## src/design/bpc_pkg.sv

```systemverilog
// shared types, constants and helpers for the pressure compensation block
// no dependencies
`default_nettype none
package bpc_pkg;

  localparam int unsigned RawW   = 20;
  localparam int unsigned WordW  = 32;
  localparam int unsigned CfgIdxW = 2;
  localparam int unsigned CfgDataW = 64;
  localparam int unsigned DivStages = 32;

  localparam logic [CfgIdxW-1:0] RegTempTrim = 2'd0;
  localparam logic [CfgIdxW-1:0] RegPressLow = 2'd1;
  localparam logic [CfgIdxW-1:0] RegPressHigh = 2'd2;
  localparam logic [CfgIdxW-1:0] RegPressLast = 2'd3;

  localparam logic [31:0] Off64000 = 32'd64000;
  localparam logic [31:0] Off32768 = 32'd32768;
  localparam logic [31:0] Off1M    = 32'd1048576;
  localparam logic [31:0] Mul3125  = 32'd3125;
  localparam logic [31:0] SignBit  = 32'h8000_0000;

  // trim coefficients widened to words: t1 and p1 zero extended, the rest sign extended
  typedef struct packed {
    logic [31:0] t1, t2, t3;
    logic [31:0] p1, p2, p3, p4, p5, p6, p7, p8, p9;
  } trim_t;

  // wrapping 32-bit product
  function automatic logic [31:0] mul32(input logic [31:0] x, input logic [31:0] y);
    logic [63:0] r;
    r = x * y;
    return r[31:0];
  endfunction

  function automatic logic [31:0] sra(input logic [31:0] x, input int unsigned n);
    return 32'($signed(x) >>> n);
  endfunction

  function automatic logic [31:0] sx16(input logic [15:0] v);
    return {{16{v[15]}}, v};
  endfunction

endpackage
`default_nettype wire

```

## src/design/bpc_back.sv

```systemverilog
// back stages: final pressure correction after the divide
// depends on bpc_pkg
`default_nettype none
module bpc_back (
  input  wire logic           clk_i,
  input  wire logic           rst_ni,
  input  wire logic           en_i,
  input  wire logic           valid_i,
  input  wire logic [31:0]    quo_i,
  input  wire logic           big_i,
  input  wire logic           fault_i,
  input  wire logic [31:0]    t_fine_i,
  input  wire bpc_pkg::trim_t trim_i,
  output logic                valid_o,
  output logic [31:0]         press_o,
  output logic [31:0]         t_fine_o,
  output logic                fault_o
);
  logic        v1_q, v2_q, v3_q, v4_q;
  logic [31:0] p1_q, p2_q, p3_q, p4_q;
  logic [31:0] sq2_q, a3_q, b2_q, b3_q, sum4_q;
  logic [31:0] tf1_q, tf2_q, tf3_q, tf4_q;
  logic        f1_q, f2_q, f3_q, f4_q;

  logic [31:0] p_d;
  assign p_d = big_i ? (quo_i << 1) : quo_i;

  always_ff @(posedge clk_i or negedge rst_ni) begin
    if (!rst_ni) begin
      {v1_q, v2_q, v3_q, v4_q} <= '0;
    end else if (en_i) begin
      {v1_q, v2_q, v3_q, v4_q} <= {valid_i, v1_q, v2_q, v3_q};
    end
  end

  // p*p and the p8 product, then the p9 product, then the sum
  always_ff @(posedge clk_i) begin
    if (en_i) begin
      p1_q  <= p_d;
      tf1_q <= t_fine_i;
      f1_q  <= fault_i;
      p2_q  <= p1_q;
      tf2_q <= tf1_q;
      f2_q  <= f1_q;
      sq2_q <= bpc_pkg::mul32(p1_q >> 3, p1_q >> 3) >> 13;
      b2_q  <= bpc_pkg::sra(bpc_pkg::mul32(p1_q >> 2, trim_i.p8), 13);
      p3_q  <= p2_q;
      tf3_q <= tf2_q;
      f3_q  <= f2_q;
      a3_q  <= bpc_pkg::sra(bpc_pkg::mul32(trim_i.p9, sq2_q), 12);
      b3_q  <= b2_q;
      p4_q  <= p3_q;
      tf4_q <= tf3_q;
      f4_q  <= f3_q;
      sum4_q <= bpc_pkg::sra(a3_q + b3_q + trim_i.p7, 4);
    end
  end

  assign valid_o  = v4_q;
  assign press_o  = f4_q ? '0 : p4_q + sum4_q;
  assign t_fine_o = tf4_q;
  assign fault_o  = f4_q;
endmodule
`default_nettype wire

```

## config.mk

```make
export PLATFORM = sky130hd
export DESIGN_NAME = bpc_back
export DESIGN_NICKNAME = d
export VERILOG_FILES = /design/src/design/bpc_pkg.sv /design/src/design/bpc_back.sv
export SDC_FILE = /design/constraint.sdc
export NUM_CORES = 2
export LEC_CHECK = 0
export ABC_AREA = 1
export CAP_MARGIN = 20
export CORE_ASPECT_RATIO = 0.6
export CORE_MARGIN = 1.5
export CORE_UTILIZATION = 61
export DETAILED_ROUTE_END_ITERATION = 7
export DONT_BUFFER_PORTS = 1
export GPL_TIMING_DRIVEN = 0
export PLACE_DENSITY = 0.8
export SLEW_MARGIN = 20
export SYNTH_ARGS = -nofsm -noshare
export SYNTH_HDL_FRONTEND = slang
export SYNTH_SLANG_ARGS = --single-unit
```

## constraint.sdc

```tcl
create_clock -name clk_i -period 6.6 [get_ports clk_i]
set_clock_uncertainty 0.15 [all_clocks]
set_input_delay 1.32 -clock clk_i [delete_from_list [all_inputs] [get_ports clk_i]]
set_output_delay 1.32 -clock clk_i [all_outputs]
set_load 0.01 [all_outputs]
```

==> results.ini <==
[run_status]
status=finished, violations left
violations=DRC, setup timing

[global_routing]
grt.overflow.total=0
grt_pass1_wl_um=298200
grt_pass1_vias=48320
grt_usage_pct=41.42
grt_max_degree=367
antenna_found_initial=18

[timing]
hold_viol=0
tightest_slew_ps=957.7
slew_violations=0
period_minus_slack_ps=7602
finalCritPeriodShare_pct=115.2
relSlewSlack_pct=36.16
max_clock_freq_mhz=131.5
rsz0062_at_grt=yes
whs_ps=260.4
setup_ws_ps=-1002
setup_viol=33

[setup_path]
critPathMostFrequentCell=fa_1
crit_path_end_kind=register
crit_required_ps=6790
arrival_ps=7790
cp_slowest_stage_delay_ps=530
rr_worst_depth=28
critPathKind=reg2reg
worst_setup_path_start_kind=register
crit_fanout=10
cp_slowest_cell=fa_1

[logic_synthesis]
synthesis.area_um2=59080
yosys-top-cells-count=inv_1 (1994), nand2_1 (1646), fa_1 (1118), ha_1 (386), edfxtp_1 (365)
synth-compound-area-share_pct=4.204
synthArstFlopShare_pct=1.084
ys_ff_latch=369
syn-mean-instance-area_um2=8.703
synth.top_cell.area_share_pct=37.88
synth_top_family_by_area=adder cells
syn_nets=8747
synthMuxAreaShare_pct=0.03600
synthAdderAreaFrac_pct=46.06
synth_cell_types=60
synthCells=6789
synth_edf_count=365
yosysSeqAreaShare_pct=18.72
synth-xor-area-share_pct=3.060
synth_top_cell_by_area=fa_1
yosysMostFrequentCell=inv_1
yosys_warnings=0
ys.flop_type=edfxtp_1
synth_area_leaders=fa_1 (38%), edfxtp_1 (19%), inv_1 (13%)
synth_simple_gate_area_share_pct=13.43

[clock_network]
numClockSinks=369
clk_latency_ps=610
clockBufferDepth=3
htree_num_levels=2
clk_pin_slew_ps=80
cts_tree=done
numCtsBuffers=38
ctsHoldBuffers=0
cts_root_buf=clkbuf_16

[placement]
gp_congestion=1.059
io_buffer_count=0
dpl.hpwl_um=158000
place_ws_ps=-2410

[final_layout]
final_net_count=8987
final_layout_size_suffix_gt1_share_pct=13.62
areaGrowthSynthToFinish_pct=15.11

[drt]
drt-total-wl_um=208700
drt_iter0_drc=7265
ant_nets=0
first_pass_iters=8
vias=48770
drc=42
avgViaCountPerCell=5.823
wl_per_cell_um=24.92

[die]
boundaryPins=520
fp.dieH_um=244.1
core_um2=96010
die_w_um=404.8
dieArea_um2=98790
start_util_pct=61.54
row_count=88

[min_path]
hold_path_depth=0
hp-class=reg2reg

[run]
drv_cap=0

==> layout by cell type, fill, tap and decap left out, types with 16 or more instances in the layout <==
cell type,Yosys,routed
nor2_1,182,157
xor2_1,120,105
nand2_2,14,71
nand4_1,17,17
clkbuf_4,0,26
edfxtp_1,365,365
fa_1,1118,1038
clkbuf_1,150,25
a21oi_1,225,182
buf_4,8,185
ha_4,0,42
nand2_4,2,34
o21ai_0,113,94
inv_1,1994,1925
nand2_1,1646,1555
ha_1,386,336
buf_6,2,77
inv_2,4,69
buf_12,0,39
clkbuf_8,0,23
a21oi_4,0,16
fa_2,0,80
a21oi_2,0,27
clkbuf_2,0,30
a21o_1,18,17
clkbuf_16,0,69
xnor2_1,64,61
nand3_1,104,93
==> registers in the layout, indices dropped and copies added, names as in the netlist, 19 cells and up <==
name	cells
p4_q	32
sq2_q	19
sum4_q	28
p1_q	32
tf3_q	32
b3_q	19
tf1_q	32
p2_q	32
tf2_q	32
a3_q	20
t_fine_o	32
p3_q	32
b2_q	19
==> worst paths after layout <==
kind                            from   endpoint  slack [ps]
min reg2reg                tf2_q[22]  tf3_q[22]         260
max                          p1_q[4]  sq2_q[18]       -1000
max reg2reg                  p1_q[4]  sq2_q[18]       -1000
min in group asynchronous     rst_ni       v3_q         270
min                        tf2_q[22]  tf3_q[22]         260
max in group asynchronous     rst_ni    valid_o        5960
==> repair_timing <==
item	in CTS	in global routing
pin swaps	188	126
resized for setup	703	331
cloned	2	4
setup endpoints to repair	57	52
setup buffers	167	55
==> metal layers <==
layer | up-vias | part of all wire, % | GRT usage, %
met5 | - | 0.44 | 4.678
met4 | 27 | 5.5 | 15.98
met3 | 877 | 20 | 24.42
met2 | 4172 | 37 | 52.52
met1 | 23490 | 36 | 56.91
li1 | 20200 | - | -
==> layout make-up <==
| cell class | count | area, µm² |
|---|---|---|
| Antenna cell | 15 | 37.54 |
| Buffer | 241 | 2708 |
| Clock buffer | 46 | 1002 |
| Clock inverter | 20 | 177.7 |
| Fill cell | 6830 | 28000 |
| Inverter | 2000 | 7517 |
| Multi-Input combinational cell | 4160 | 41740 |
| Sequential cell | 369 | 11060 |
| Tap cell | 1305 | 1633 |
| Timing Repair Buffer | 219 | 2138 |
==> stage by stage <==
stage / instances / TNS, ps / util (%) / instance area [µm²]
floorplan: 6789 / -7976 / - / 59630
global placement: 8094 / -65060 / 63.81 / 61270
detailed placement: 8094 / -68970 / 63.81 / 61270
CTS: 8315 / -12360 / 69.28 / 66510
global route: 8368 / -23030 / 70.82 / 67990
finish: 8375 / -19320 / 70.84 / 68010
==> worst max-delay path: cells and delay by family (launching register included) <==
family / cells / cell delay [ps]
and+or+nand+nor: 9 / 1290
AOI/OAI and AO/OA: 1 / 250
buffers and inverters: 9 / 1190
DFF: 1 / 430
adders and majority gates: 9 / 4040
==> cell families after synthesis <==
kind of cell               after synthesis
xor gates and xnor gates               194
muxes                                    2
DFF                                    369
and+or+nand+nor                       2018
AOI/OAI and AO/OA                      442
adders and majority gates             1504
buffers and inverters                 2260
Power is not shown: default switching activity piles up to over one toggle a cycle in this logic, so the estimate is an artifact.
